$ cat config.mk
export PLATFORM = sky130hd
export DESIGN_NAME = rmq_sqrt
export DESIGN_NICKNAME = d
export VERILOG_FILES = /design/src/rtl/core/rmq_pkg.sv /design/src/rtl/core/rmq_sqrt.sv
export SDC_FILE = /design/constraint.sdc
export NUM_CORES = 1
export LEC_CHECK = 0
export ABC_CLOCK_PERIOD_IN_PS = 4300
export BUFFER_PORTS_ARGS = -buffer_cell sky130_fd_sc_hd__buf_2
export CAP_MARGIN = 10
export CORE_ASPECT_RATIO = 0.6
export CORE_MARGIN = 5
export CORE_UTILIZATION = 55
export CTS_CLUSTER_SIZE = 25
export DETAILED_ROUTE_END_ITERATION = 10
export PLACE_DENSITY = 0.71
export SLEW_MARGIN = 15
export SYNTH_ARGS = -nofsm -noshare
export SYNTH_HDL_FRONTEND = slang
export SYNTH_SLANG_ARGS = --single-unit
$ cat constraint.sdc
create_clock -name clk -period 4.3 [get_ports clk]
set_input_delay 0.86 -clock clk [delete_from_list [all_inputs] [get_ports clk]]
set_output_delay 0.86 -clock clk [all_outputs]
set_load 0.02 [all_outputs]
$ cat src/rtl/core/rmq_pkg.sv
// Shared definitions for the rotation matrix to quaternion converter.
// Holds the default word format and the branch codes; depends on nothing.
`default_nettype none

package rmq_pkg;

	localparam int DEF_WORD_BITS = 18;
	localparam int DEF_FRAC_BITS = 16;

	// Which formula produced the quaternion.
	typedef enum logic [1:0] {
		BR_TRACE = 2'd0,
		BR_DIAG1 = 2'd1,
		BR_DIAG2 = 2'd2,
		BR_DIAG3 = 2'd3
	} branch_t;

endpackage

`default_nettype wire

$ cat src/rtl/core/rmq_sqrt.sv
// Pipelined integer square root of (radicand << FRAC_BITS), one root bit per stage.
// Carries a side tag alongside; takes its default format from rmq_pkg.
`default_nettype none

module rmq_sqrt #(
	parameter int RAD_BITS  = 20,
	parameter int FRAC_BITS = rmq_pkg::DEF_FRAC_BITS,
	parameter int TAG_BITS  = 8,
	parameter int ROOT_BITS = (RAD_BITS + FRAC_BITS + 1) / 2
) (
	input  wire logic                 clk,
	input  wire logic                 arst_n,
	input  wire logic                 adv,
	input  wire logic                 in_valid,
	input  wire logic [RAD_BITS-1:0]  in_rad,
	input  wire logic [TAG_BITS-1:0]  in_tag,
	output logic                      out_valid,
	output logic [ROOT_BITS-1:0]      out_root,
	output logic [TAG_BITS-1:0]       out_tag
);

	localparam int SW = ROOT_BITS;
	localparam int NE = 2 * SW;

	logic [NE-1:0]       n_s    [SW+1];
	logic [SW+1:0]       rem_s  [SW+1];
	logic [SW-1:0]       root_s [SW+1];
	logic                v_s    [SW+1];
	logic [TAG_BITS-1:0] tag_s  [SW+1];

	always_comb begin
		n_s[0]    = NE'(in_rad) << FRAC_BITS;
		rem_s[0]  = '0;
		root_s[0] = '0;
		v_s[0]    = in_valid;
		tag_s[0]  = in_tag;
	end

	for (genvar k = 0; k < SW; k++) begin : g_stage
		logic [SW+1:0] rem_sh, trial, rem_nx;
		logic          ge;

		always_comb begin
			rem_sh = {rem_s[k][SW-1:0], n_s[k][NE-1:NE-2]};
			trial  = {root_s[k], 2'b01};
			ge     = (rem_sh >= trial);
			rem_nx = ge ? (rem_sh - trial) : rem_sh;
		end

		always_ff @(posedge clk or negedge arst_n) begin
			if (!arst_n) begin
				v_s[k+1] <= 1'b0;
			end else if (adv) begin
				v_s[k+1] <= v_s[k];
			end
		end

		always_ff @(posedge clk) begin
			if (adv) begin
				n_s[k+1]    <= n_s[k] << 2;
				rem_s[k+1]  <= rem_nx;
				root_s[k+1] <= {root_s[k][SW-2:0], ge};
				tag_s[k+1]  <= tag_s[k];
			end
		end
	end

	assign out_valid = v_s[SW];
	assign out_root  = root_s[SW];
	assign out_tag   = tag_s[SW];

endmodule

`default_nettype wire

==> implementation parameters <==
Parameter                              Value

Timing
  Max Slew Vio Count ... 0
  Number of hold violations in the final report ... 0
  Sum of negative setup slack ... 0 ns
  Slew Limit Headroom ... 0.361
  Upper clock frequency limit ... 263 MHz
  Fin Clk Skew ... between 0.015 and 0.02 ns
  Tightest hold margin ... about 0.19 ns
  Fin crit share ... 0.883
  Unrepaired setup endpoints after global routing ... false
  Min Clock Period, post-route ... between 3 and 4 ns
  Final setup viols ... 0
  Tightest Pin Transition ... approximately 0.95 ns

Critical path
  Endpoint of the worst-slack reg-to-reg timing path ... g_stage[17].rem_sh[19]
  Arrival time at the worst endpoint ... around 4.1 ns
  Type of the worst setup path ... reg -> reg
  Highest fanout seen on the critical path ... 20
  R2R Setup Slk ... ~0.50 ns
  Longest individual stage delay on the worst path ... 0.53 ns
  Reg-to-reg startpoint ... g_stage[16].rem_sh[2]
  FF-to-FF path depth ... 9
  Slowest-stage cell, CP ... a31oi_4
  Critical-path cell list ... ha_1 > fa_1 > a21o_1 > a221oi_1 > a21oi_1 > a41o_1 > a31oi_4 > inv_1 > mux2_2
  Critical Path Start Type ... flop
  Data required, critical path ... ~4.6 ns
  Element type at the critical path end ... flop

Clock tree
  Maximum buffer depth of the clock tree ... 3
  PostCTS Resize Cnt ... 0
  Deepest level of the CTS H-tree ... 3
  TritonCTS buffer count ... 67
  Insertion delay of the later-clocked pin in the worst-skew pair ... approximately 0.6 ns
  Cts hold-fix bufs ... 0
  TritonCTS clock tree ... done
  Number of buffers inserted by post-CTS setup repair ... 0
  CTS sink count ... between 700 and 800
  Clock transition at the registers of the reported paths ... 0.06 ns
  CTS Root Buffer Type ... clkbuf_16

Detailed routing
  Starting DRT DRC Count ... approximately 1,700
  Initial DRT Pass Iterations ... 6
  Total wire length after detailed routing ... between 50,000 and 60,000 microns
  Detailed-route via count ... roughly 19,000
  Antenna violation net count after detailed routing ... 0
  Remaining design rule violation count ... 0
  WL per Instance ... 17.6 microns
  Via/cell ratio ... 5.64

Floorplanning
  Initial Utilization ... 0.560
  I/O pin cnt ... 59
  Die Ht ... around 200 microns
  Standard-cell rows ... just under 70
  Placeable Area ... around 58,000 sq um
  Die ar. ... 64,100 sq um
  Die extent in x ... ~320 microns

Yosys
  Number of cells produced by synthesis ... 2,404
  Cell variety after synth ... 82
  Cell area after synthesis ... 32,400 sq um
  Average size of a mapped cell ... around 13 sq um
  Most used flip-flop cell after synthesis ... edfxtp_1
  Synthesized net count ... approximately 2,600
  Yosys top cell by area ... edfxtp_1
  FF+latch count, synth ... ~700
  Sequential area share after synthesis ... 0.647
  Biggest area contributors in the synthesized netlist ... edfxtp_1, ha_1, xnor2_1
  Post-synth EDFFs ... around 680
  Proportion of register bits with asynchronous set or reset after synthesis ... 0.0256
  Count of yosys warnings during synthesis ... 0
  Area share of the leading cell type in the synthesized netlist ... 0.633

Final layout
  Commonest cells after routing, fill and taps aside ... edfxtp_1, inv_1, ha_1, nor2_1, nand2_1
  Post-route cell area ... 35,800 sq um
  Most frequent standard cell in the layout excluding fill and tap cells ... edfxtp_1
  Multi-input logic area ... ~10,000 sq um
  Layout net count ... between 2,000 and 3,000
  Post-route insts no fill ... ~3,300
  Fraction of final layout cells with drive strength greater than 1 ... 0.105
  Area used by sequential logic in the layout ... about 21,000 sq um
  FILL cells ... between 4,000 and 5,000
  Diodes inserted ... 0
  Layout-stage area growth over the synthesis result ... 10.5%

Placed design
  Final weighted congestion in routability-driven placement ... 0.853
  Number of placed instances with taps included ... around 3,200
  Number of buffer cells added on primary ports ... 58
  Placed cell areas ... around 34,000 sq um
  Post-DP HPWL ... 41,200 microns

Pwr
  Power consumption ... about 0.018 W
  Peak supply drop ... ~0.33 mV
  Leakage component of the power ... about 14 nW
  P per Cell Area ... 494 nW/um^2

GRT
  Total global routing track utilization ... 0.186
  Maximum number of pins on one net before global-route repair ... 109
  Number of global-route vias before repair ... ~18,000
  Initial antenna violation count ... 2
  Global-route wire length before repair ... slightly below 100,000 microns
  Global route total overflow ... 0

Status
  Outcome ... complete, no violations

Flow run
  Max Cap Viol ... 0

Min path
  Worst hold path class ... in -> async
==> worst max path at each step <==
stage / end / start / cells after the start / slack (ns)
floorplan: g_stage[15].rem_sh[10] / g_stage[14].rem_sh[2] / 9 / 1.30
global placement: g_stage[17].rem_sh[15] / g_stage[16].rem_sh[2] / 9 / 0.70
detailed placement: g_stage[17].rem_sh[19] / g_stage[16].rem_sh[2] / 9 / 0.55
CTS: g_stage[17].rem_sh[19] / g_stage[16].rem_sh[2] / 9 / 0.52
global route: g_stage[17].rem_sh[19] / g_stage[16].rem_sh[2] / 9 / 0.34
finish: g_stage[17].rem_sh[19] / g_stage[16].rem_sh[2] / 9 / 0.50
==> report_power, final <==
| part | internal [W] | switching, W |
|---|---|---|
| registers | 0.00855 | 0.000492 |
| logic | 0.00130 | 0.00168 |
| clock network | 0.00325 | 0.00244 |
| total | 0.0131 | 0.00461 |
==> cell families (layout without fill, tap and decap cells) <==
family                     count (synthesis)  in the layout  share of synthesized area
muxes                                     77             77                     0.0266
DFF                                      702            702                      0.647
other                                      1              1                   0.000116
adders and majority gates                182            182                     0.0718
AOI/OAI and AO/OA                        436            436                     0.0856
and+or+nand+nor                          549            549                     0.0836
xor gates and xnor gates                 200            200                     0.0540
buffers and inverters                    257            411                     0.0311
==> Yosys cell counts (4+ instances only) <==
cell type / instances
edfxtp_1: 684
inv_1: 213
ha_1: 175
nor2_1: 162
nand2_1: 140
a21oi_1: 123
o21ai_0: 119
xnor2_1: 109
xor2_1: 91
mux2_2: 69
nor3_1: 47
a21o_1: 43
nand2b_1: 32
clkbuf_1: 28
o21a_1: 28
nand3_1: 27
nor4_1: 27
a211oi_1: 20
dfrtp_1: 18
nor2b_1: 18
or4_1: 15
o21bai_1: 14
a31oi_1: 12
or3_1: 12
o31ai_1: 11
nand4_1: 10
or2_2: 10
and3_1: 9
nand3b_1: 9
buf_4: 8
a41oi_1: 7
fa_1: 7
mux2i_1: 7
o211ai_1: 7
a211o_1: 5
a21boi_0: 5
buf_2: 5
nor3b_1: 5
nor4b_1: 5
and2_1: 4
o2111ai_1: 4
==> registers in the layout (all words and copies together), names as in the netlist <==
signal / flops
g_stage.rem_sh: 297
g_stage.trial: 153
n_s: 72
out_root: 18
out_tag: 8
out_valid: 1
tag_s: 136
v_s: 17
==> critical path, delay by kind of cell (launching register included) <==
kind | cells | cell delay [ns]
muxes | 1 | 0.32
buffers and inverters | 1 | 0.21
AOI/OAI and AO/OA | 5 | 1.82
DFF | 1 | 0.48
adders and majority gates | 2 | 0.71
==> metrics by stage <==
stage,utilization,setup slack [ns]
3_3_place_gp,0.582,0.700
5_1_grt,0.619,0.345
2_1_floorplan,-,1.30
3_5_place_dp,0.582,0.550
4_1_cts,0.619,0.520
6_report,0.619,0.501
==> routing by layer <==
metal / up-vias / global-route usage / share of wire
li1: 9053 / - / -
met2: 534 / 0.268 / 0.42
met5: - / 0 / 0.00019
met4: 2 / 0.0466 / 0.018
met3: 95 / 0.0353 / 0.066
met1: 9090 / 0.294 / 0.50
==> area by class of cell <==
type,count,share of cell area
inverter,214,0.0224
tap,770,0.0269
timing repair buffer,80,0.0147
multi-input combinational,1445,0.292
clock buffer,86,0.0508
clock inverter,31,0.00792
sequential,702,0.586
Note: power is estimated with default switching activity, not from simulation.
