### config.mk
export PLATFORM = sky130hd
export DESIGN_NAME = rmq_front
export DESIGN_NICKNAME = d
export VERILOG_FILES = /design/src/rtl/core/rmq_pkg.sv /design/src/rtl/core/rmq_front.sv
export SDC_FILE = /design/constraint.sdc
export NUM_CORES = 1
export LEC_CHECK = 0
export BUFFER_PORTS_ARGS = -buffer_cell sky130_fd_sc_hd__clkbuf_2
export CORE_AREA = 2 2 251 253
export DETAILED_ROUTE_END_ITERATION = 7
export DIE_AREA = 0 0 253 255
export HOLD_SLACK_MARGIN = 0.02
export PLACE_DENSITY = 0.58
export SLEW_MARGIN = 5
export SYNTH_ARGS = -nofsm -noshare
export SYNTH_HDL_FRONTEND = slang
export SYNTH_SLANG_ARGS = --single-unit
### constraint.sdc
create_clock -name clk -period 1.75 [get_ports clk]
set_input_delay 0.35 -clock clk [delete_from_list [all_inputs] [get_ports clk]]
set_output_delay 0.35 -clock clk [all_outputs]
set_load 0.05 [all_outputs]
### src/rtl/core/rmq_pkg.sv
// Shared definitions for the rotation matrix to quaternion converter.
// Holds the default word format and the branch codes; depends on nothing.
`default_nettype none

package rmq_pkg;

	localparam int DEF_WORD_BITS = 18;
	localparam int DEF_FRAC_BITS = 16;

	// Which formula produced the quaternion.
	typedef enum logic [1:0] {
		BR_TRACE = 2'd0,
		BR_DIAG1 = 2'd1,
		BR_DIAG2 = 2'd2,
		BR_DIAG3 = 2'd3
	} branch_t;

endpackage

`default_nettype wire

### src/rtl/core/rmq_front.sv
// Front stage: trace, branch choice, radicand and the three off-diagonal terms.
// Uses rmq_pkg for the branch codes.
`default_nettype none

module rmq_front #(
	parameter int WORD_BITS = rmq_pkg::DEF_WORD_BITS,
	parameter int FRAC_BITS = rmq_pkg::DEF_FRAC_BITS,
	localparam int RW = ((WORD_BITS > FRAC_BITS) ? WORD_BITS : FRAC_BITS + 1) + 3,
	localparam int RB = RW - 1
) (
	input  wire logic                       clk,
	input  wire logic                       arst_n,
	input  wire logic                       adv,
	input  wire logic                       in_valid,
	input  wire logic [9*WORD_BITS-1:0]     in_mat,
	output logic                            valid_s1,
	output logic [RB-1:0]                   rad_s1,
	output rmq_pkg::branch_t                br_s1,
	output logic                            clamp_s1,
	output logic [3*(WORD_BITS+1)-1:0]      mag_s1,
	output logic [2:0]                      neg_s1
);

	localparam int W  = WORD_BITS;

	logic signed [W-1:0]  m [9];
	logic signed [RW-1:0] e11, e22, e33, one, tr, rad;
	logic signed [W:0]    a12, a13, a21, a23, a31, a32;
	logic signed [W:0]    d [3];
	logic [W:0]           mag [3];
	rmq_pkg::branch_t     br;
	logic                 clamp;

	always_comb begin
		for (int i = 0; i < 9; i++) begin
			m[i] = in_mat[i*W +: W];
		end
		e11 = {{(RW-W){m[0][W-1]}}, m[0]};
		e22 = {{(RW-W){m[4][W-1]}}, m[4]};
		e33 = {{(RW-W){m[8][W-1]}}, m[8]};
		one = {{(RW-1){1'b0}}, 1'b1} << FRAC_BITS;
		tr  = e11 + e22 + e33;
		// A tie with the first diagonal element favors it; a tie between the second and third favors the third.
		if (tr > 0) begin
			br  = rmq_pkg::BR_TRACE;
			rad = tr + one;
		end else if (m[0] >= m[4] && m[0] >= m[8]) begin
			br  = rmq_pkg::BR_DIAG1;
			rad = one + e11 - e22 - e33;
		end else if (m[4] > m[8]) begin
			br  = rmq_pkg::BR_DIAG2;
			rad = one + e22 - e11 - e33;
		end else begin
			br  = rmq_pkg::BR_DIAG3;
			rad = one + e33 - e11 - e22;
		end
		clamp = (rad <= 0);

		a12 = {m[1][W-1], m[1]};
		a13 = {m[2][W-1], m[2]};
		a21 = {m[3][W-1], m[3]};
		a23 = {m[5][W-1], m[5]};
		a31 = {m[6][W-1], m[6]};
		a32 = {m[7][W-1], m[7]};
		// The three terms in x, y, z, w order with the half-root slot skipped.
		unique case (br)
			rmq_pkg::BR_TRACE: begin
				d[0] = a23 - a32; d[1] = a31 - a13; d[2] = a12 - a21;
			end
			rmq_pkg::BR_DIAG1: begin
				d[0] = a12 + a21; d[1] = a13 + a31; d[2] = a23 - a32;
			end
			rmq_pkg::BR_DIAG2: begin
				d[0] = a21 + a12; d[1] = a32 + a23; d[2] = a31 - a13;
			end
			default: begin
				d[0] = a31 + a13; d[1] = a32 + a23; d[2] = a12 - a21;
			end
		endcase
		for (int i = 0; i < 3; i++) begin
			mag[i] = d[i][W] ? (~d[i] + 1'b1) : d[i];
		end
	end

	always_ff @(posedge clk or negedge arst_n) begin
		if (!arst_n) begin
			valid_s1 <= 1'b0;
		end else if (adv) begin
			valid_s1 <= in_valid;
		end
	end

	always_ff @(posedge clk) begin
		if (adv) begin
			rad_s1   <= clamp ? RB'(1) : rad[RB-1:0];
			br_s1    <= br;
			clamp_s1 <= clamp;
			for (int i = 0; i < 3; i++) begin
				mag_s1[i*(W+1) +: W+1] <= mag[i];
				neg_s1[i]              <= d[i][W];
			end
		end
	end

endmodule

`default_nettype wire

==> results of run 1 <==
[layer usage]
layer,global-route usage [%],share of wire [%]
met3,3.66,6.2
met1,31.9,47
met2,38.2,46
met4,3.85,1.4
met5,0,0.046
[flip-flops by register name, summed over array words and instances (netlist names)]
signal    count
rad_s1       20
clamp_s1      1
br_s1         2
valid_s1      1
mag_s1       57
neg_s1        3
[worst max path at each step]
| stage | cells past startpoint | endpoint | slack [ps] | from |
|---|---|---|---|---|
| after floorplan | 26 | mag_s1[14] | -3510 | in_mat[1] |
| after global placement | 24 | mag_s1[36] | -3730 | in_mat[3] |
| after detailed placement | 24 | mag_s1[55] | -3940 | in_mat[1] |
| after CTS | 24 | mag_s1[17] | -3350 | in_mat[145] |
| after global routing | 24 | mag_s1[54] | -3620 | in_mat[1] |
| final | 26 | mag_s1[33] | -3400 | in_mat[1] |
[kinds of logic (layout without fill, tap and decap cells)]
| group | Yosys count | after routing | synth area share, % |
|---|---|---|---|
| fa+ha+maj | 423 | 423 | 32.1 |
| mux | 50 | 50 | 2.84 |
| xor+xnor | 193 | 193 | 9.20 |
| other cells | 0 | 1 | 0 |
| compound gates | 612 | 612 | 22.1 |
| flops | 84 | 84 | 13.7 |
| buf+inv | 291 | 1412 | 6.28 |
| simple gates | 511 | 511 | 13.8 |
[area by class of cell]
cell class                 count  area, µm²  share of cell area, %
sequential                    84       2520                   8.66
inverter                     224        852                   2.93
tap                          799       1000                   3.44
multi-input combinational   1789      15800                   54.4
clock buffer                  12        256                  0.882
clock inverter                 4       56.3                  0.194
antenna                        1       2.50                0.00861
timing repair buffer        1171       8560                   29.4
timing repair inverter         1       7.51                 0.0258
[synth_stat cells (23+ instances only)]
| cell type | count |
|---|---|
| a211oi_1 | 26 |
| a21o_1 | 44 |
| a21oi_1 | 166 |
| a31oi_1 | 41 |
| clkbuf_1 | 41 |
| edfxtp_1 | 83 |
| fa_1 | 82 |
| ha_1 | 341 |
| inv_1 | 221 |
| mux2i_1 | 35 |
| nand2_1 | 123 |
| nand2b_1 | 27 |
| nand3_1 | 23 |
| nor2_1 | 158 |
| nor2b_1 | 26 |
| nor3_1 | 48 |
| o21ai_0 | 110 |
| o21bai_1 | 33 |
| xnor2_1 | 136 |
| xor2_1 | 57 |
[critical path, cell delays in order]
cell	delay, ps
buf_6	100
fa_1	570
ha_4	150
inv_2	30
fa_2	360
nor2b_4	150
o31ai_4	90
a211o_1	360
a31oi_4	220
o21ai_2	90
nand2b_1	80
a21oi_2	70
xor2_1	230
ha_2	210
nand4b_1	140
nor4b_4	300
and4_4	310
a21o_4	210
buf_12	150
buf_12	100
mux2i_4	260
nand3_4	100
buf_6	140
nor2_4	190
a31oi_2	120
xor2_1	160
[report_power, final]
part	switching [mW]	internal, mW	total, mW
Sequential	0.594	3.53	4.13
Clock	0.950	1.20	2.15
Combinational	14.5	11.7	26.2
Total	16.0	16.4	32.4
[repair_timing]
action / CTS / global route
endpoints found under the hold margin: 1 / 0
gates resized for setup: 97 / 114
setup endpoints to repair: 83 / 83
hold buffers: 1 / 0
buffers inserted: 31 / 31
gates cloned: 1 / 2
pin swaps: 44 / 69
==> impl_metrics.csv, run 1 <==
group,metric,value,unit
run_status,outcome,"finished with violations",
run_status,violations,"setup timing",
logic_synthesis,synthesis.area,18400,µm²
cells_and_area,area_growth,58.2,%
worst_setup_path,crit_type,"input pin to flip-flop",
sta,final.min_clock_period,5150,ps
logic_synthesis,synth_top_area_share,23.2,%
clock_network,cts_tree,"yes",
cells_and_area,final_common_cell,"buf_4",
cells_and_area,drive_gt1_share,42.1,%
min_path,hp-start,"in_valid",
min_path,hp-class,"input pin to flip-flop",
die,num_io_pins,250,
global_routing,grt_pass1_wl,115000,µm
pwr,irDropWorstVdd,699,µV
sta,rsz0062_at_grt,"yes",
drt,drtPass1Iterations,5,
drt,drt-initial-drc-count,1286,
cells_and_area,utilization,46.8,%
logic_synthesis,yosys-top-cells-area,"ha_1 (23%), edfxtp_1 (14%), fa_1 (8.9%), xnor2_1 (6.5%), a21oi_1 (4.5%)",
logic_synthesis,ys_seq_elements,84,
min_path,whs_path_depth,2,
pwr,total_power,32.4,mW
clock_network,clk_latency,360,ps
logic_synthesis,synthArstFlopShare,1.19,%
cells_and_area,final_cell_mix,"buf_4 (866), ha_1 (335), clkbuf_2 (246)",
drt,wl,75800,µm
placement,place_ws,-3940,ps
clock_network,numCtsBuffers,9,
drt,via_per_inst,4.91,
worst_setup_path,required,1870,ps
die,dieArea,64500,µm²
die,die_y,255,µm
sta,hold_viol,0,
sta,finalSetupViolations,83,
drt,drc,0,
global_routing,globalRouteOverflowTotal,0,
placement,gp_congestion,0.941,
sta,worst_slew_pin_slew,879,ps
logic_synthesis,syn_inst,2164,
drt,ant_nets,0,
placement,place_area,27300,µm²
clock_network,clk_pin_slew,70,ps
global_routing,grt_max_degree,41,
clock_network,clock-root-buffer,"clkbuf_16",
pwr,p_leak,14.4,nW
die,fp-row-count,92,
sta,whs,225,ps
global_routing,globalRouteTotalUtil,23.0,%
sta,max_freq,0.194,GHz
logic_synthesis,yosysTopAreaCell,"ha_1",
cells_and_area,fin_area,29100,µm²
placement,place_hpwl,65900,µm
sta,slew_headroom,40.9,%
logic_synthesis,syn-num-nets,2753,
drt,drt-wirelength-per-cell,18.6,µm
placement,dp_cells,4013,
worst_setup_path,path_max_fanout,6,
die,die_w,253,µm
worst_setup_path,crit_path_start_kind,"input pin",
logic_synthesis,synth_flop_cell,"edfxtp_1",
cells_and_area,n_fill_cell,5975,
logic_synthesis,ys_warn_count,0,
die,initial_core_util,29.6,%
clock_network,clock_path_buffers,2,
sta,slew_viol_final,0,
logic_synthesis,synth-seq-area-share,13.7,%
pwr,powerDensity,1120,nW/µm²
worst_setup_path,worst_r2r_startpoint,"valid_s1",
worst_setup_path,worstPathArrival,5260,ps
global_routing,grt_pass1_vias,20500,
min_path,hold_end,"valid_s1",
sta,tns,-258830,ps
clock_network,clock-sinks,84,
sta,layout_setup_ws,-3400,ps
clock_network,htreeDepth,3,
run,drv_cap,0,
cells_and_area,fin_cells,4085,
logic_synthesis,yosysUniqueCellTypes,95,
worst_setup_path,rr_endpoint,"valid_s1",
logic_synthesis,synth.avg_cell_area,8.49,µm²
die,coreArea,62200,µm²
logic_synthesis,synth_edf_count,83,
global_routing,grt_antenna_before_repair,3,
sta,period_share,294,%
cells_and_area,nNetsFinal,3869,
sta,fin_worst_skew,0,ps
placement,portBuffers,249,
worst_setup_path,r2r_slack,1010,ps
worst_setup_path,worstRegToRegCells,1,
worst_setup_path,worstSetupEndpointType,"flip-flop",
drt,vias,20000,
No activity file was read; power rests on OpenSTA's default activity.
==> inputs of run 2 (changes only) <==
--- a/config.mk
+++ b/config.mk
@@ -6,11 +6,11 @@
 export NUM_CORES = 1
 export LEC_CHECK = 0
 export BUFFER_PORTS_ARGS = -buffer_cell sky130_fd_sc_hd__clkbuf_2
-export CORE_AREA = 2 2 251 253
+export CORE_AREA = 2 2 179 181
 export DETAILED_ROUTE_END_ITERATION = 7
-export DIE_AREA = 0 0 253 255
+export DIE_AREA = 0 0 181 183
 export HOLD_SLACK_MARGIN = 0.02
-export PLACE_DENSITY = 0.58
+export PLACE_DENSITY = 0.93
 export SLEW_MARGIN = 5
 export SYNTH_ARGS = -nofsm -noshare
 export SYNTH_HDL_FRONTEND = slang
==> run 2 against run 1 <==
The run now fails in 5_1_grt; area after synthesis is the same; synthesized cell count is the same.
==> impl_metrics.csv, run 2 <==
group,metric,value,unit
placement,gp_congestion,1.10,
logic_synthesis,synth_edf_count,83,
die,fp-row-count,65,
global_routing,grt_max_degree,28,
placement,place_ws,-4190,ps
logic_synthesis,yosys-top-cells-area,"ha_1 (23%), edfxtp_1 (14%), fa_1 (8.9%), xnor2_1 (6.5%), a21oi_1 (4.5%)",
global_routing,globalRouteOverflowTotal,741,
clock_network,numCtsBuffers,9,
logic_synthesis,ys_warn_count,0,
logic_synthesis,synth_top_area_share,23.2,%
die,die_w,181,µm
die,initial_core_util,58.9,%
logic_synthesis,syn-num-nets,2753,
logic_synthesis,synth_flop_cell,"edfxtp_1",
logic_synthesis,synthesis.area,18400,µm²
logic_synthesis,yosysMostFrequentCell,"ha_1",
logic_synthesis,syn_inst,2164,
global_routing,globalRouteTotalUtil,91.9,%
global_routing,grt_pass1_vias,33600,
logic_synthesis,yosysUniqueCellTypes,95,
global_routing,grt_pass1_wl,231000,µm
logic_synthesis,synthArstFlopShare,1.19,%
run_status,stop_error,"[ERROR GRT-0116] Global routing finished with congestion. Check the congestion regions in the DRC Viewer.",
logic_synthesis,ys_seq_elements,84,
run_status,outcome,"did not finish",
placement,place_area,26600,µm²
die,die_y,183,µm
run_status,failed_stage,"5_1_grt",
clock_network,htreeDepth,3,
placement,dp_cells,3590,
die,num_io_pins,250,
placement,place_hpwl,73300,µm
logic_synthesis,synth.avg_cell_area,8.49,µm²
logic_synthesis,yosysTopAreaCell,"ha_1",
logic_synthesis,synth-seq-area-share,13.7,%
placement,portBuffers,249,
clock_network,clock_path_buffers,2,
logic_synthesis,synthTopCellsByCount,"ha_1 (341), inv_1 (221), a21oi_1 (166), nor2_1 (158), xnor2_1 (136)",
clock_network,clock-sinks,84,
clock_network,clock-root-buffer,"clkbuf_16",
## run 2: cell counts after synthesis
No cell type changed its count.
## run 2: logic make-up after synthesis
kind of cell / synth area share [%]
buf+inv: 6.28
mux: 2.84
xor+xnor: 9.20
fa+ha+maj: 32.1
compound gates: 22.1
flops: 13.7
simple gates: 13.8
## run 2: repair_timing
item	4_1_cts
endpoints found under the setup margin	83
hold buffers	1
gates cloned	6
gates resized for setup	142
pin swaps	48
endpoints found under the hold margin	1
setup buffers	46
## run 2: metrics by stage
step                TNS, ps  utilization, %
floorplan           -265380               -
global placement    -275320            85.2
detailed placement  -311560            85.2
CTS                 -265550            89.9
## run 2: layer usage
metal  GRT overflow  track usage (%)
met5             10             69.3
met3             39             83.7
met4            244             97.6
met2            426              104
met1             22             87.2
==> inputs of run 3 (changes only) <==
--- a/config.mk
+++ b/config.mk
@@ -6,11 +6,10 @@
 export NUM_CORES = 1
 export LEC_CHECK = 0
 export BUFFER_PORTS_ARGS = -buffer_cell sky130_fd_sc_hd__clkbuf_2
-export CORE_AREA = 2 2 179 181
+export CORE_AREA = 2 2 218 220
 export DETAILED_ROUTE_END_ITERATION = 7
-export DIE_AREA = 0 0 181 183
-export HOLD_SLACK_MARGIN = 0.02
-export PLACE_DENSITY = 0.93
+export DIE_AREA = 0 0 220 222
+export PLACE_DENSITY_LB_ADDON = 0.15
 export SLEW_MARGIN = 5
 export SYNTH_ARGS = -nofsm -noshare
 export SYNTH_HDL_FRONTEND = slang
==> run 3 against run 2 <==
The flow now finishes, with violations (setup timing).
==> impl_metrics.csv, run 3 (same netlist as run 1, synthesis figures left out) <==
group,metric,value,unit
run_status,outcome,"finished with violations",
run_status,violations,"setup timing",
pwr,powerDensity,1110,nW/µm²
cells_and_area,drive_gt1_share,42.3,%
cells_and_area,area_growth,55.5,%
sta,fin_worst_skew,0,ps
sta,final.min_clock_period,5190,ps
sta,tns,-261990,ps
clock_network,cts_tree,"yes",
worst_setup_path,required,1860,ps
cells_and_area,nNetsFinal,3860,
die,dieArea,48800,µm²
drt,drtPass1Iterations,5,
die,die_w,220,µm
sta,slew_headroom,9.61,%
sta,worst_slew_pin_slew,1340,ps
worst_setup_path,crit_type,"input pin to flip-flop",
die,coreArea,46300,µm²
clock_network,clock-sinks,84,
pwr,total_power,31.9,mW
cells_and_area,regMostFlops,"mag_s1",
die,fp-row-count,79,
placement,gp_congestion,0.962,
drt,drt-initial-drc-count,1407,
sta,period_share,297,%
worst_setup_path,r2r_slack,1010,ps
pwr,p_leak,14.3,nW
placement,portBuffers,249,
cells_and_area,final_cell_mix,"buf_4 (870), ha_1 (334), clkbuf_2 (246)",
min_path,hp-class,"input pin to flip-flop",
global_routing,grt_antenna_before_repair,0,
sta,layout_setup_ws,-3440,ps
sta,finalSetupViolations,83,
clock_network,clock-root-buffer,"clkbuf_16",
cells_and_area,largest_reg_flops,57,
sta,hold_viol,0,
global_routing,globalRouteTotalUtil,28.2,%
worst_setup_path,path_max_fanout,7,
die,initial_core_util,39.7,%
cells_and_area,insertedDiodeCount,0,
worst_setup_path,worstPathArrival,5300,ps
pwr,irDropWorstVdd,1490,µV
sta,slew_viol_final,0,
clock_network,clk_latency,350,ps
global_routing,grt_pass1_wl,108000,µm
clock_network,clk_pin_slew,70,ps
cells_and_area,final_common_cell,"buf_4",
sta,rsz0062_at_grt,"yes",
global_routing,grt_max_degree,47,
worst_setup_path,crit_path_start_kind,"input pin",
cells_and_area,reg_top3,"mag_s1 x57, rad_s1 x20, neg_s1 x3",
drt,wl,71000,µm
clock_network,clock_path_buffers,2,
die,num_io_pins,250,
run,drv_cap,0,
clock_network,numCtsBuffers,9,
drt,drt-wirelength-per-cell,18.3,µm
placement,place_ws,-3860,ps
sta,max_freq,0.193,GHz
drt,via_per_inst,5.18,
drt,vias,20100,
drt,drc,0,
die,die_y,222,µm
clock_network,htreeDepth,3,
global_routing,grt_pass1_vias,20000,
placement,place_hpwl,60700,µm
drt,ant_nets,0,
worst_setup_path,worstSetupEndpointType,"flip-flop",
global_routing,globalRouteOverflowTotal,0,
[run 3: where the power goes]
part           switching [mW]  internal [mW]  total (mW)  leakage (nW)
combinational            14.1           11.4        25.6          13.4
clock                   0.880           1.28        2.16         0.164
sequential              0.608           3.54        4.15         0.821
[run 3: path summary, 6_finish.rpt]
path | start | to | depth (start not counted)
min in group asynchronous | arst_n | valid_s1 | 2
worst min register to register | valid_s1 | valid_s1 | 1
worst max-delay path | in_mat[1] | mag_s1[14] | 24
worst min-delay path | in_valid | valid_s1 | 2
max in group asynchronous | arst_n | valid_s1 | 2
worst max register to register | valid_s1 | valid_s1 | 1
[run 3: timing repair]
action / 4_1_cts / 5_1_grt
endpoints found under the hold margin: 1 / 0
pin swaps: 14 / 53
gates cloned: 2 / 1
gates resized for setup: 30 / 161
hold buffers: 1 / 0
setup buffers: 16 / 26
endpoints found under the setup margin: 83 / 83
[run 3: routing by layer]
metal / track usage, % / vias to the layer above / wire, µm
met5: 0 / - / 0
met1: 40.9 / 9576 / 33400
met4: 4.03 / 0 / 1060
met2: 45.6 / 612 / 32200
met3: 3.55 / 62 / 4330
li1: - / 9875 / -
[run 3: metrics by stage]
step                      cells  hold WS (ps)  util (%)  area (µm²)
final                      3883           246      61.8       28600
after global routing       3883           250      61.8       28600
after CTS                  3858           247      59.8       27600
after detailed placement   3823           126      58.5       27100
after global placement     3823           126      58.5       27100
after floorplan            2164          54.4         -       18800
[run 3: layout make-up]
class,count,area (µm²)
Tap cell,607,759
Timing Repair inverter,1,7.51
Fill cell,4109,17700
Timing Repair Buffer,1161,8380
Clock inverter,7,105
Clock buffer,9,225
Inverter,224,850
Sequential cell,84,2520
Multi-Input combinational cell,1790,15700
[run 3: critical path, stage by stage]
cell      delay [ps]
buf_6            100
fa_1             580
ha_4             150
inv_2             30
fa_2             370
nor2b_4          170
o31ai_4           90
a211o_1          370
a31oi_4          190
o21ai_2           80
nand2b_1          80
a21oi_2           60
xor2_1           230
ha_2             210
nand4b_1         100
nor4b_2          350
and4_4           360
a21o_4           260
mux2i_4          310
ha_4             180
nand3_4           80
nor3_4           330
a21oi_2          110
xor2_1           150
==> inputs of run 4 (changes only) <==
--- a/config.mk
+++ b/config.mk
@@ -5,7 +5,7 @@
 export SDC_FILE = /design/constraint.sdc
 export NUM_CORES = 1
 export LEC_CHECK = 0
-export BUFFER_PORTS_ARGS = -buffer_cell sky130_fd_sc_hd__clkbuf_2
+export BUFFER_PORTS_ARGS = -buffer_cell sky130_fd_sc_hd__buf_4
 export CORE_AREA = 2 2 218 220
 export DETAILED_ROUTE_END_ITERATION = 7
 export DIE_AREA = 0 0 220 222
==> run 4 against run 3 <==
Cell count increased by 0.39%; the run still ends with setup timing left; largest cell class unchanged; largest power group unchanged; final area increased by 3.5%; critical path depth decreased by 2.
==> impl_metrics.csv, run 4 (same netlist as run 1, synthesis figures left out) <==
group,metric,value,unit
drt,wl,72600,µm
placement,dp_cells,3809,
sta,slew_viol_final,0,
clock_network,clk_latency,350,ps
sta,slew_headroom,39.5,%
worst_setup_path,required,1850,ps
die,fp-row-count,79,
cells_and_area,insertedDiodeCount,0,
placement,place_hpwl,61200,µm
cells_and_area,drive_gt1_share,42.9,%
die,dieArea,48800,µm²
cells_and_area,nNetsFinal,3875,
clock_network,clock-sinks,84,
run_status,violations,"setup timing",
sta,rsz0062_at_grt,"yes",
cells_and_area,reg_top3,"mag_s1 x57, rad_s1 x20, neg_s1 x3",
cells_and_area,regMostFlops,"mag_s1",
cells_and_area,final_cell_mix,"buf_4 (1110), ha_1 (335), inv_1 (214)",
drt,wl_met1,34000,µm
sta,final.min_clock_period,5260,ps
drt,dr_wl_met3,4660,µm
pwr,intPower,17.1,mW
sta,max_freq,0.190,GHz
global_routing,grt_max_degree,30,
die,coreArea,46300,µm²
pwr,irDropWorstVdd,1410,µV
placement,place_ws,-3990,ps
drt,drt-wirelength-per-cell,18.6,µm
run_status,outcome,"finished with violations",
worst_setup_path,worstPathArrival,5360,ps
global_routing,globalRouteTotalUtil,29.5,%
worst_setup_path,r2r_slack,1010,ps
drt,ant_nets,0,
clock_network,clock-root-buffer,"clkbuf_16",
die,initial_core_util,39.7,%
drt,drt-initial-drc-count,1236,
die,num_io_pins,250,
pwr,pwr-share-clk,5.6,%
pwr,p_leak,14.6,nW
clock_network,cts_tree,"yes",
clock_network,htreeDepth,3,
sta,period_share,301,%
cells_and_area,area_growth,60.9,%
clock_network,clock_path_buffers,2,
drt,drc,0,
pwr,combPwrFrac,81.9,%
sta,layout_setup_ws,-3510,ps
cells_and_area,final_common_cell,"buf_4",
placement,gp_congestion,0.942,
drt,highest_layer,"met4",
sta,hold_viol,0,
clock_network,clk_pin_slew,70,ps
global_routing,grt_pass1_wl,113000,µm
sta,finalSetupViolations,83,
die,die_w,220,µm
pwr,switchingPower,16.1,mW
drt,vias,20200,
global_routing,globalRouteOverflowTotal,0,
pwr,switching_share,48.5,%
sta,fin_worst_skew,0,ps
global_routing,grt_antenna_before_repair,1,
run,drv_cap,0,
pwr,powerDensity,1120,nW/µm²
cells_and_area,fin_cells,3898,
sta,whs,235,ps
placement,portBuffers,249,
worst_setup_path,crit_type,"input pin to flip-flop",
worst_setup_path,path_max_fanout,5,
global_routing,grt_pass1_vias,20200,
cells_and_area,fin_area,29600,µm²
worst_setup_path,crit_path_start_kind,"input pin",
worst_setup_path,worstSetupEndpointType,"flip-flop",
clock_network,numCtsBuffers,9,
drt,drtPass1Iterations,6,
drt,wl_met2,32800,µm
min_path,hp-class,"input pin to flip-flop",
sta,worst_slew_pin_slew,884,ps
die,die_y,222,µm
cells_and_area,largest_reg_flops,57,
drt,via_per_inst,5.18,
placement,place_area,27600,µm²
pwr,seqPwrFrac,12.5,%
[run 4: cell count changes in the layout (fill, tap and decap cells not counted), moves of 3 or more]
cell      before   now
nor2_1       143   139
o22ai_4        0     3
clkbuf_2     246     0
buf_6         28    46
o32ai_4        3     6
nor2_2         9    12
buf_12        10    14
buf_4        870  1110
o32ai_2        5     2
[run 4: final timing paths]
check / to / cells past startpoint / start
worst max register to register: valid_s1 / 1 / valid_s1
worst max-delay path: mag_s1[36] / 22 / in_mat[2]
worst min register to register: valid_s1 / 1 / valid_s1
worst min-delay path: valid_s1 / 2 / in_valid
min in group asynchronous: valid_s1 / 2 / arst_n
max in group asynchronous: valid_s1 / 2 / arst_n
[run 4: worst max-delay path, stage by stage]
cell      delay, ps
buf_4           120
fa_1            520
buf_4           180
ha_1            280
a211oi_1         70
o21a_1          240
or4b_4          570
nand2_1         110
a21o_1          140
a21o_1          160
xnor2_2         130
ha_2            190
nand4b_1        140
nor4b_4         340
and4_4          320
buf_4           150
a21o_4          190
mux2_2          380
nand3_4         130
and2b_2         280
a31o_1          230
xor2_1          140
[run 4: power groups by stage]
| stage | combinational, mW | clock [mW] | sequential [mW] |
|---|---|---|---|
| 2_1_floorplan | 10.3 | 0 | 6.77 |
| 3_3_place_gp | 23.4 | 0 | 4.17 |
| 3_5_place_dp | 23.6 | 0 | 4.12 |
| 4_1_cts | 25.9 | 1.89 | 4.12 |
| 5_1_grt | 29.0 | 1.97 | 4.18 |
| 6_report | 27.2 | 1.87 | 4.16 |
[run 4: final cells by class]
type,instances,area [µm²]
multi-input cells,1790,15900
repair buffers,1176,9240
well taps,607,759
inverters,224,855
flip-flops and latches,84,2520
repair inverters,1,8.76
clock buffers,9,225
clock inverters,7,58.8
fillers,3994,16700
[run 4: metrics by stage]
step | power (mW) | util, % | TNS (ps)
finish | 33.2 | 63.9 | -269610
floorplan | 17.0 | - | -265380
global route | 35.1 | 63.9 | -281200
global placement | 27.6 | 59.6 | -284810
detailed placement | 27.8 | 59.6 | -304070
CTS | 31.9 | 62.7 | -260350
[run 4: per-layer routing]
layer / global-route usage, % / up-vias
li1: - / 9891
met1: 43.2 / 9639
met2: 46.9 / 602
met3: 3.37 / 56
met4: 4.59 / 0
met5: 0 / -
[run 4: repair_timing]
item | 4_1_cts | 5_1_grt
pin swaps | 74 | 54
cloned | 4 | 1
hold buffers | 1 | 0
buffers inserted | 51 | 36
hold endpoints to repair | 1 | 0
endpoints found under the setup margin | 83 | 83
resized for setup | 163 | 74
